--- config.mk ---
export PLATFORM = sky130hd
export DESIGN_NAME = shell_sorter
export DESIGN_NICKNAME = d
export VERILOG_FILES = /design/src/rtl/core/ssort_pkg.sv /design/src/rtl/core/ssort_ctrl.sv /design/src/rtl/core/ssort_dp.sv /design/src/rtl/core/shell_sorter.sv
export SDC_FILE = /design/constraint.sdc
export NUM_CORES = 2
export LEC_CHECK = 0
export BUFFER_PORTS_ARGS = -buffer_cell sky130_fd_sc_hd__buf_2
export CAP_MARGIN = 40
export CORE_ASPECT_RATIO = 1.2
export CORE_MARGIN = 2
export CORE_UTILIZATION = 65
export DETAILED_ROUTE_END_ITERATION = 16
export PLACE_DENSITY = 0.82
export SKIP_LAST_GASP = 1
export SYNTH_ARGS = -nofsm -noshare
export SYNTH_HDL_FRONTEND = slang
export SYNTH_SLANG_ARGS = --single-unit
export TNS_END_PERCENT = 30
--- constraint.sdc ---
create_clock -name clock -period 8.1 [get_ports clock]
set_clock_uncertainty 0.2 [all_clocks]
set_input_delay 0.81 -clock clock [delete_from_list [all_inputs] [get_ports clock]]
set_output_delay 0.81 -clock clock [all_outputs]
set_load 0.05 [all_outputs]
--- src/rtl/core/ssort_pkg.sv ---
// Shared types and constants of the Shell sorter: record layout, sizes,
// controller states, datapath operations and the status word. No dependencies.
`default_nettype none

package ssort_pkg;

   localparam int MAX_ITEMS = 64;
   localparam int KEY_W     = 16;
   localparam int PAY_W     = 16;
   localparam int ADDR_W    = $clog2(MAX_ITEMS);
   localparam int CNT_W     = $clog2(MAX_ITEMS + 1);
   localparam int GAP_W     = CNT_W + 2;

   typedef struct packed {
      logic [KEY_W-1:0] key;
      logic [PAY_W-1:0] payload;
   } rec_type;

   typedef enum logic [3:0] {
      ST_LOAD,
      ST_GAP_UP,
      ST_GAP_DIV,
      ST_PASS_START,
      ST_READ_I,
      ST_HOLD,
      ST_COMPARE,
      ST_PLACE,
      ST_PASS_DONE,
      ST_OUT_READ,
      ST_OUT_LOAD,
      ST_OUT_SEND
   } state_type;

   typedef enum logic [3:0] {
      OP_LOAD,
      OP_GAP_UP,
      OP_GAP_DIV,
      OP_PASS_START,
      OP_READ_I,
      OP_HOLD,
      OP_COMPARE,
      OP_PLACE,
      OP_PASS_DONE,
      OP_OUT_READ,
      OP_OUT_LOAD,
      OP_OUT_SEND
   } op_type;

   typedef struct packed {
      logic gap_up_done;
      logic div_hit;
      logic gap_ge_n;
      logic gap_is_one;
      logic greater;
      logic j_break;
      logic i_end;
      logic out_last;
   } status_type;

endpackage

`default_nettype wire

--- src/rtl/core/ssort_ctrl.sv ---
// Controller state machine of the Shell sorter. It sequences loading, gap
// computation, the gapped insertion passes and the output phase. Uses ssort_pkg.
`default_nettype none

module ssort_ctrl
   import ssort_pkg::*;
(
   input  wire logic       clock,
   input  wire logic       reset,
   input  wire logic       req_valid,
   input  wire logic       req_last_item,
   output logic            req_stall,
   input  wire logic       rsp_stall,
   input  wire status_type status,
   output op_type          op
);

   state_type state_ff;
   state_type state_in;

   always_ff @(posedge clock) begin
      if (reset) begin
         state_ff <= ST_LOAD;
      end else begin
         state_ff <= state_in;
      end
   end

   always_comb begin
      state_in  = state_ff;
      op        = OP_LOAD;
      req_stall = 1'b1;
      unique case (state_ff)
         ST_LOAD: begin
            op        = OP_LOAD;
            req_stall = 1'b0;
            if (req_valid && req_last_item) begin
               state_in = ST_GAP_UP;
            end
         end
         ST_GAP_UP: begin
            op = OP_GAP_UP;
            if (status.gap_up_done) begin
               state_in = ST_GAP_DIV;
            end
         end
         ST_GAP_DIV: begin
            op = OP_GAP_DIV;
            if (status.div_hit) begin
               state_in = ST_PASS_START;
            end
         end
         ST_PASS_START: begin
            op = OP_PASS_START;
            if (status.gap_ge_n) begin
               state_in = ST_PASS_DONE;
            end else begin
               state_in = ST_READ_I;
            end
         end
         ST_READ_I: begin
            op       = OP_READ_I;
            state_in = ST_HOLD;
         end
         ST_HOLD: begin
            op       = OP_HOLD;
            state_in = ST_COMPARE;
         end
         ST_COMPARE: begin
            op = OP_COMPARE;
            if (status.greater) begin
               if (status.j_break) begin
                  state_in = ST_PLACE;
               end
            end else if (status.i_end) begin
               state_in = ST_PASS_DONE;
            end else begin
               state_in = ST_READ_I;
            end
         end
         ST_PLACE: begin
            op = OP_PLACE;
            if (status.i_end) begin
               state_in = ST_PASS_DONE;
            end else begin
               state_in = ST_READ_I;
            end
         end
         ST_PASS_DONE: begin
            op = OP_PASS_DONE;
            if (status.gap_is_one) begin
               state_in = ST_OUT_READ;
            end else begin
               state_in = ST_GAP_DIV;
            end
         end
         ST_OUT_READ: begin
            op       = OP_OUT_READ;
            state_in = ST_OUT_LOAD;
         end
         ST_OUT_LOAD: begin
            op       = OP_OUT_LOAD;
            state_in = ST_OUT_SEND;
         end
         ST_OUT_SEND: begin
            op = OP_OUT_SEND;
            if (!rsp_stall) begin
               if (status.out_last) begin
                  state_in = ST_LOAD;
               end else begin
                  state_in = ST_OUT_READ;
               end
            end
         end
         default: begin
            state_in = ST_LOAD;
         end
      endcase
   end

endmodule

`default_nettype wire

--- src/rtl/core/ssort_dp.sv ---
// Datapath of the Shell sorter: record memory, count, gap, index registers,
// held record and the output register. Driven by ssort_ctrl; uses ssort_pkg.
`default_nettype none

module ssort_dp
   import ssort_pkg::*;
(
   input  wire logic             clock,
   input  wire logic             reset,
   input  wire op_type           op,
   output status_type            status,
   input  wire logic             req_valid,
   input  wire logic [KEY_W-1:0] req_key,
   input  wire logic [PAY_W-1:0] req_payload,
   output logic                  rsp_valid,
   input  wire logic             rsp_stall,
   output logic [KEY_W-1:0]      rsp_sorted_key,
   output logic [PAY_W-1:0]      rsp_sorted_payload,
   output logic                  rsp_last_result,
   output logic                  rsp_overflow
);

   rec_type mem [MAX_ITEMS];

   logic [CNT_W-1:0]  cnt_ff, cnt_in;
   logic              ovf_ff, ovf_in;
   logic [GAP_W-1:0]  gap_ff, gap_in;
   logic [GAP_W-1:0]  t_ff, t_in;
   logic [ADDR_W-1:0] i_ff, i_in;
   logic [ADDR_W-1:0] j_ff, j_in;
   logic [ADDR_W-1:0] k_ff, k_in;
   logic              rsp_valid_ff, rsp_valid_in;
   rec_type           held_ff, held_in;
   rec_type           rdata_ff;
   rec_type           out_rec_ff, out_rec_in;
   logic              out_last_ff, out_last_in;
   logic              out_ovf_ff, out_ovf_in;

   logic              we;
   logic [ADDR_W-1:0] wa;
   rec_type           wd;
   logic [ADDR_W-1:0] ra;

   logic [GAP_W-1:0]  gap3p1;
   logic [GAP_W-1:0]  t3p1;
   logic [ADDR_W-1:0] gap_a;
   logic [ADDR_W-1:0] jn;

   assign gap3p1 = (gap_ff << 1) + gap_ff + GAP_W'(1);
   assign t3p1   = (t_ff << 1) + t_ff + GAP_W'(1);
   assign gap_a  = gap_ff[ADDR_W-1:0];
   assign jn     = j_ff - gap_a;

   assign status.gap_up_done = gap3p1 >= GAP_W'(cnt_ff);
   assign status.div_hit     = t3p1 == gap_ff;
   assign status.gap_ge_n    = gap_ff >= GAP_W'(cnt_ff);
   assign status.gap_is_one  = gap_ff == GAP_W'(1);
   assign status.greater     = rdata_ff.key > held_ff.key;
   assign status.j_break     = jn < gap_a;
   assign status.i_end       = (CNT_W'(i_ff) + CNT_W'(1)) >= cnt_ff;
   assign status.out_last    = (CNT_W'(k_ff) + CNT_W'(1)) == cnt_ff;

   always_comb begin
      cnt_in       = cnt_ff;
      ovf_in       = ovf_ff;
      gap_in       = gap_ff;
      t_in         = t_ff;
      i_in         = i_ff;
      j_in         = j_ff;
      k_in         = k_ff;
      held_in      = held_ff;
      rsp_valid_in = rsp_valid_ff;
      out_rec_in   = out_rec_ff;
      out_last_in  = out_last_ff;
      out_ovf_in   = out_ovf_ff;
      we           = 1'b0;
      wa           = j_ff;
      wd           = held_ff;
      ra           = k_ff;
      unique case (op)
         OP_LOAD: begin
            gap_in = GAP_W'(1);
            wa     = cnt_ff[ADDR_W-1:0];
            wd     = '{key: req_key, payload: req_payload};
            if (req_valid) begin
               if (cnt_ff < CNT_W'(MAX_ITEMS)) begin
                  we     = 1'b1;
                  cnt_in = cnt_ff + CNT_W'(1);
               end else begin
                  ovf_in = 1'b1;
               end
            end
         end
         OP_GAP_UP: begin
            gap_in = gap3p1;
            t_in   = GAP_W'(1);
         end
         OP_GAP_DIV: begin
            if (status.div_hit) begin
               gap_in = t_ff;
            end else begin
               t_in = t3p1;
            end
         end
         OP_PASS_START: begin
            i_in = gap_a;
         end
         OP_READ_I: begin
            ra = i_ff;
         end
         OP_HOLD: begin
            held_in = rdata_ff;
            j_in    = i_ff;
            ra      = i_ff - gap_a;
         end
         OP_COMPARE: begin
            we = 1'b1;
            if (status.greater) begin
               wd   = rdata_ff;
               j_in = jn;
               ra   = jn - gap_a;
            end else begin
               i_in = i_ff + ADDR_W'(1);
            end
         end
         OP_PLACE: begin
            we   = 1'b1;
            i_in = i_ff + ADDR_W'(1);
         end
         OP_PASS_DONE: begin
            t_in = GAP_W'(1);
            k_in = '0;
         end
         OP_OUT_READ: begin
            ra = k_ff;
         end
         OP_OUT_LOAD: begin
            out_rec_in   = rdata_ff;
            out_last_in  = status.out_last;
            out_ovf_in   = ovf_ff;
            rsp_valid_in = 1'b1;
         end
         OP_OUT_SEND: begin
            if (!rsp_stall) begin
               rsp_valid_in = 1'b0;
               k_in         = k_ff + ADDR_W'(1);
               if (status.out_last) begin
                  cnt_in = '0;
                  ovf_in = 1'b0;
               end
            end
         end
         default: begin
         end
      endcase
   end

   always_ff @(posedge clock) begin
      if (reset) begin
         cnt_ff       <= '0;
         ovf_ff       <= 1'b0;
         gap_ff       <= GAP_W'(1);
         t_ff         <= GAP_W'(1);
         i_ff         <= '0;
         j_ff         <= '0;
         k_ff         <= '0;
         rsp_valid_ff <= 1'b0;
      end else begin
         cnt_ff       <= cnt_in;
         ovf_ff       <= ovf_in;
         gap_ff       <= gap_in;
         t_ff         <= t_in;
         i_ff         <= i_in;
         j_ff         <= j_in;
         k_ff         <= k_in;
         rsp_valid_ff <= rsp_valid_in;
      end
   end

   always_ff @(posedge clock) begin
      held_ff     <= held_in;
      out_rec_ff  <= out_rec_in;
      out_last_ff <= out_last_in;
      out_ovf_ff  <= out_ovf_in;
   end

   always_ff @(posedge clock) begin
      if (we) begin
         mem[wa] <= wd;
      end
      rdata_ff <= mem[ra];
   end

   assign rsp_valid          = rsp_valid_ff;
   assign rsp_sorted_key     = out_rec_ff.key;
   assign rsp_sorted_payload = out_rec_ff.payload;
   assign rsp_last_result    = out_last_ff;
   assign rsp_overflow       = out_ovf_ff;

   a_valid_in_send: assert property (@(posedge clock) disable iff (reset)
      rsp_valid_ff |-> op == OP_OUT_SEND)
      else $error("Result valid outside the output phase.");

   a_count_bound: assert property (@(posedge clock) disable iff (reset)
      cnt_ff <= CNT_W'(MAX_ITEMS))
      else $error("Record count above capacity.");

   a_shift_index: assert property (@(posedge clock) disable iff (reset)
      op == OP_COMPARE |-> (j_ff >= gap_a) && (GAP_W'(cnt_ff) > gap_ff))
      else $error("Insertion index below the gap.");

   a_gap_nonzero: assert property (@(posedge clock) disable iff (reset)
      gap_ff != '0)
      else $error("Gap reached zero.");

endmodule

`default_nettype wire

--- src/rtl/core/shell_sorter.sv ---
// Top level of the Shell sorter: joins the controller ssort_ctrl and the
// datapath ssort_dp. Uses ssort_pkg.
//
//   Channel  Prefix  Direction  Contents
//   request  req_    in         key, payload, last_item
//   result   rsp_    out        sorted_key, sorted_payload, last_result, overflow
//
// Loading takes one cycle per record; records are not taken during sort and output.
// Sort: the gap is grown step by step and, before each pass, divided down step by
// step; each pass visits every index from the gap upward and shifts records one at
// a time, all bound by the single read port of the record memory.
// Output: each record is read, loaded into the output register and sent; a stall holds the result.
// Synchronous reset returns to loading with an empty store.
`default_nettype none

module shell_sorter
   import ssort_pkg::*;
(
   input  wire logic             clock,
   input  wire logic             reset,
   input  wire logic             req_valid,
   output logic                  req_stall,
   input  wire logic [KEY_W-1:0] req_key,
   input  wire logic [PAY_W-1:0] req_payload,
   input  wire logic             req_last_item,
   output logic                  rsp_valid,
   input  wire logic             rsp_stall,
   output logic [KEY_W-1:0]      rsp_sorted_key,
   output logic [PAY_W-1:0]      rsp_sorted_payload,
   output logic                  rsp_last_result,
   output logic                  rsp_overflow
);

   op_type     op;
   status_type status;

   ssort_ctrl u_ctrl (
      .clock         (clock),
      .reset         (reset),
      .req_valid     (req_valid),
      .req_last_item (req_last_item),
      .req_stall     (req_stall),
      .rsp_stall     (rsp_stall),
      .status        (status),
      .op            (op)
   );

   ssort_dp u_dp (
      .clock              (clock),
      .reset              (reset),
      .op                 (op),
      .status             (status),
      .req_valid          (req_valid),
      .req_key            (req_key),
      .req_payload        (req_payload),
      .rsp_valid          (rsp_valid),
      .rsp_stall          (rsp_stall),
      .rsp_sorted_key     (rsp_sorted_key),
      .rsp_sorted_payload (rsp_sorted_payload),
      .rsp_last_result    (rsp_last_result),
      .rsp_overflow       (rsp_overflow)
   );

endmodule

`default_nettype wire
# Word level (Yosys, flattened, before mapping)
# Memory sizes are Yosys's and may differ from the RTL's. A register that Yosys moved wholly into a read port is not among the register bits.
# Index checks and enable logic that the tools add are counted.
[word_totals]
ff_bits = 115
ram_bits = 2048
input_bits = 37
output_inout_bits = 36
word_cells = 138
memories = 1
[classes]
addsub = 12
magnitude_cmp = 6
eq_ne = 38
n_mux = 45
n_reduce_logical = 21
[mem_list]
columns = ["memory", "words", "width", "rd", "rd_ports_with_merged_regs", "write_ports", "line_no", "source"]
rows = [
  ["u_dp.mem", 64, 32, 1, 1, 1, "ssort_dp.sv:23", "rec_type mem [MAX_ITEMS];"],
]
[op_table]
columns = ["operator", "n"]
rows = [
  ["$pmux 32 s2", 1],
  ["$pmux 4 s12", 1],
  ["$pmux 4 s11", 1],
  ["$mux 4", 10],
  ["$pmux 6 s3", 2],
  ["$eq 4x3->1 const B", 8],
  ["$mux 32", 1],
  ["$mux 6", 5],
  ["$eq 4x4->1 const B", 7],
  ["$mux 7", 4],
  ["$pmux 9 s3", 1],
  ["$pmux 6 s2", 2],
  ["$ne 2x2->1 const B", 11],
  ["$add 9x1->9 const B", 2],
  ["$add 9x9->9", 2],
  ["$ge 9x7->1", 2],
  ["$mux 9", 2],
  ["$pmux 9 s2", 1],
  ["$sub 6x6->6", 3],
  ["$eq 4x2->1 const B", 4],
  ["$gt 16x16->1", 1],
  ["$reduce_and 5->1", 3],
  ["$add 6x1->7 const B", 2],
  ["$pmux 7 s2", 1],
  ["19 further kinds", 45],
]

# Depth between registers and ports, before layout
[logic_depth]
word_depth = 7
mapped_depth = 21

# Modules after synthesis
# A second synthesis with hierarchy kept.
[unflattened]
cells_unflattened = 6191
hier_area_um2 = 88358.5
[modules_own_cells]
columns = ["mod", "instances", "cells_each", "area_each_um2", "seq_area_each_um2"]
rows = [
  ["ssort_dp", 1, 6142, 87964.4, 65022.4],
  ["ssort_ctrl", 1, 49, 394.1, 80.1],
]

# Worst setup path after synthesis
# No wires, ideal clock.
[synth_timing]
path_type = "register to register"
from = "register u_ctrl.state_ff[0]"
to = "register, netlist name u_dp.rdata_ff[24]"
setup_time_ps = 64
arrival_time_ps = 4658
t_required_ps = 7836
setup_slack_ps = 3178
stages_incl_launch_ff = 11
n_path_buf = 1
path_cell_list = "dfxtp_1 -> nand2b_1 -> nor3b_1 -> a32o_1 -> and2_1 -> a211oi_1 -> nor4_1 -> clkbuf_1 -> a22oi_1 -> and3_1 -> nand4_1"
[synth_between]
elab_chain_len = 4
[synth_rtl]
columns = ["item", "line_no", "source"]
rows = [
  ["start, declared", "ssort_ctrl.sv:18", "state_type state_ff;"],
  ["start signal, assigned", "ssort_ctrl.sv:25", "state_ff <= state_in;"],
  ["$eq 4x4->1, or another cell as far along", "ssort_ctrl.sv:33", "unique case (state_ff)"],
  ["$pmux 4 s11 *", "ssort_ctrl.sv:33", ""],
  ["$eq 4x3->1", "ssort_dp.sv:80", "unique case (op)"],
  ["$pmux 6 s3 *", "ssort_dp.sv:80", ""],
]
# Every way passes the cells marked *; elsewhere a longest branch is shown, timed or not.
# A chain may end at the register's enable or synchronous reset.

# Worst setup path after layout
[layout_timing]
from = "register u_dp.gap_ff[0]"
to = "register, netlist name u_dp.rdata_ff[22]"
[layout_between]
elab_chain_len = 4
[layout_rtl]
columns = ["item", "line_no", "source"]
rows = [
  ["start, declared", "ssort_dp.sv:27", "logic [GAP_W-1:0] gap_ff, gap_in;"],
  ["start signal, assigned", "ssort_dp.sv:171", "gap_ff <= gap_in;"],
  ["$sub 6x6->6", "ssort_dp.sv:52", "assign jn = j_ff - gap_a;"],
  ["$sub 6x6->6", "ssort_dp.sv:121", "ra = jn - gap_a;"],
  ["$mux 6", "ssort_dp.sv:118", "if (status.greater) begin"],
  ["$pmux 6 s3 *", "ssort_dp.sv:80", ""],
]
# Marks and branches as above.

==> results_dict.tcl <==
set metrics [dict create \
    r2r_start "u_dp.gap_ff[0]" \
    synthXorXnorAreaFrac_pct 0.5221 \
    area_growth_pct 10.76 \
    p_clk_share_pct 31.0 \
    synth_top_family_by_area "simple AND/OR/NAND/NOR gates" \
    p_seq_share_pct 52.7 \
    p_leak_nw 30.73 \
    cp-end-kind "flop" \
    initial_core_util_pct 65.49 \
    reg2reg_depth 19 \
    via_count 58390 \
    place_congestion 0.9513 \
    synth_compound_area_share_pct 6.332 \
    slew_headroom_pct 3.550 \
    place.port_buffers 72 \
    wl_per_cell_um 32.70 \
    tns_ns 0 \
    cts-htree-levels 4 \
    drive_gt1_share_pct 18.49 \
    synth-seq-cells 2195 \
    final_cell_mix "edfxtp_1, nand3_1, nand2_1, mux2_2, a21oi_1" \
    synth_top_area_cell "edfxtp_1" \
    switching_share_pct 28.39 \
    cap_violations 0 \
    min_to "u_ctrl.state_ff[0]" \
    grt_pass1_wl_mm 378.7 \
    drt-total-wl_mm 264.7 \
    start_kind "flop" \
    cp_max_fo 16 \
    synth_ff_type "edfxtp_1" \
    yosysSeqAreaShare_pct 72.26 \
    placed_area_mm2 0.09357 \
    status "completed" \
    min_from "rsp_stall" \
    drc 0 \
    grt_usage_pct 37.21 \
    syn-mean-instance-area_um2 14.82 \
    dieHeight_um 411.8 \
    synth_cell_type_count 71 \
    slew_viol_final 0 \
    hp-class "input pin to flop" \
    synthTopCellsByArea "edfxtp_1, mux2_2, nand3_1" \
    vias_per_cell 7.214 \
    r2r_slack_ns 1.71 \
    ioPinCount 73 \
    cts_hold_buf 0 \
    instances_no_fill 8094 \
    seqCellArea_mm2 0.06510 \
    syn_inst 6079 \
    synth_nets 6199 \
    synth_area_mm2 0.09010 \
    cts_inserted_buffers 196 \
    path_class "flop to flop" \
    root_buffer "clkbuf_16" \
    holdWs_ns 0.1565 \
    layout_commonest_cell "edfxtp_1" \
    multi_input_area_mm2 0.02384 \
    p_int_mw 21.09 \
    clock_latency_ns 0.84 \
    synth_edf_count 2114 \
    setup_viol 0 \
    grt_pass1_vias 57480 \
    cts_resized 0 \
    fin_crit_ns 6.389 \
    rows 149 \
    drt_iter0_drc 9444 \
    fmax_mhz 156.5 \
    place_inst 7730 \
    combinationalPowerShare_pct 16.2 \
    core_mm2 0.1376 \
    antenna_found_initial 14 \
    path_clk_slew_ns 0.06 \
    power.density_mw_per_mm2 295.1 \
    overflow 0 \
    min_delay_path_depth 3 \
    rsz0062_at_grt "no" \
    grt_max_degree 199 \
    yosysWarnings 0 \
    fill_cells 8005 \
    finalHoldViolations 0 \
    peakVddDrop_mv 0.9045 \
    synth.area.mux_share_pct 8.525 \
    synthSimpleGateAreaFrac_pct 9.106 \
    worst_r2r_endpoint "u_dp.rdata_ff[22]" \
    cts_tree "done" \
    die_area_mm2 0.1416 \
    cp.arrival_ns 6.87 \
    fin_ws_ns 1.711 \
    synth_top_area_share_pct 70.46 \
    post_cts.repair.setup_buffers 0 \
    async_reset_ff_share_pct 0 \
    firstDrtPassIters 7 \
    ant_nets 0 \
    clockBufferDepth 3 \
    cp.required_ns 8.58 \
    hpwl_mm 143.2 \
    p_sw_mw 8.361 \
    synth-adder-area-share_pct 1.194 \
    stdcell_area_mm2 0.09979 \
    final_core_util_pct 72.53 \
    nets 6241 \
    min_period_over_period_pct 78.88 \
    place_ws_ns 1.954 \
    clock-sinks 2195 \
    power.total_mw 29.45 \
    die_w_um 343.9 \
    worst_pin_slew_ns 1.447 \
]
[routing by layer]
metal  global-route usage (%)  wire, µm
met5                        0        90
met3                    9.782     36290
met4                    24.72     20870
met2                    57.32    121300
met1                    46.82     86130
[synth_stat cells (50+ instances only)]
library cell and instances:
nand2_1 721, dfxtp_1 81, inv_1 52, a22oi_1 166, edfxtp_1 2114, nor3_1 50
clkbuf_1 252, mux2i_1 179, a32oi_1 62, ha_1 78, nor2_1 141, mux2_2 517
buf_2 103, nand3_1 715, a41oi_1 159, a21oi_1 207
[logic make-up after synthesis]
family | after synthesis
simple gates | 1799
compound gates | 797
buf+inv | 457
xor+xnor | 49
mux | 699
fa+ha+maj | 83
flops | 2195
[power groups by stage]
stage	registers, mW	clock network [mW]	logic, mW
floorplan	15.6	0	2.32
global placement	15.8	0	4.12
detailed placement	15.7	0	4.55
CTS	15.5	9.12	4.57
global route	15.5	9.51	5.00
finish	15.5	9.13	4.78
[registers in the layout (all words and copies together), names as in the netlist]
register,count
u_ctrl.state_ff,4
u_dp.cnt_ff,7
u_dp.gap_ff,9
u_dp.held_ff,32
u_dp.i_ff,6
u_dp.j_ff,6
u_dp.k_ff,6
u_dp.mem,2048
u_dp.ovf_ff,1
u_dp.rdata_ff,32
u_dp.rsp_last_result,1
u_dp.rsp_overflow,1
u_dp.rsp_sorted_key,16
u_dp.rsp_sorted_payload,16
u_dp.rsp_valid,1
u_dp.t_ff,9
[area by class of cell]
cell class | count | share of cell area, %
clock inverters | 99 | 0.9115
well taps | 1812 | 2.272
diodes | 4 | 0.01003
flip-flops and latches | 2195 | 65.24
inverters | 52 | 0.1956
multi-input cells | 3427 | 23.89
repair buffers | 249 | 2.193
clock buffers | 256 | 5.290
[critical path, cell delays in order, from the launching register on]
cell and delay [ns]:
dfxtp_1 0.72, ha_1 0.26, inv_1 0.07, fa_1 0.41, a21o_1 0.17, a21oi_1 0.18
xnor2_1 0.17, ha_1 0.33, nand2_1 0.10, nor2_1 0.05, a211oi_1 0.24, a31oi_1 0.12
nand2_1 0.10, nand4_1 0.45, nand2b_2 0.66, buf_4 0.37, nor2_4 0.70, buf_4 0.39
a31oi_1 0.12, nand4_1 0.41
[how the worst max path moves through the flow]
stage                             from                end  cells past startpoint
detailed placement      u_dp.gap_ff[0]  u_dp.rdata_ff[11]                     19
floorplan           u_ctrl.state_ff[0]  u_dp.rdata_ff[24]                     10
finish                  u_dp.gap_ff[0]  u_dp.rdata_ff[22]                     19
CTS                     u_dp.gap_ff[0]  u_dp.rdata_ff[11]                     19
global placement        u_dp.gap_ff[0]  u_dp.rdata_ff[11]                     19
global route            u_dp.gap_ff[0]  u_dp.rdata_ff[22]                     19
Note: power is estimated with default switching activity, not from simulation.
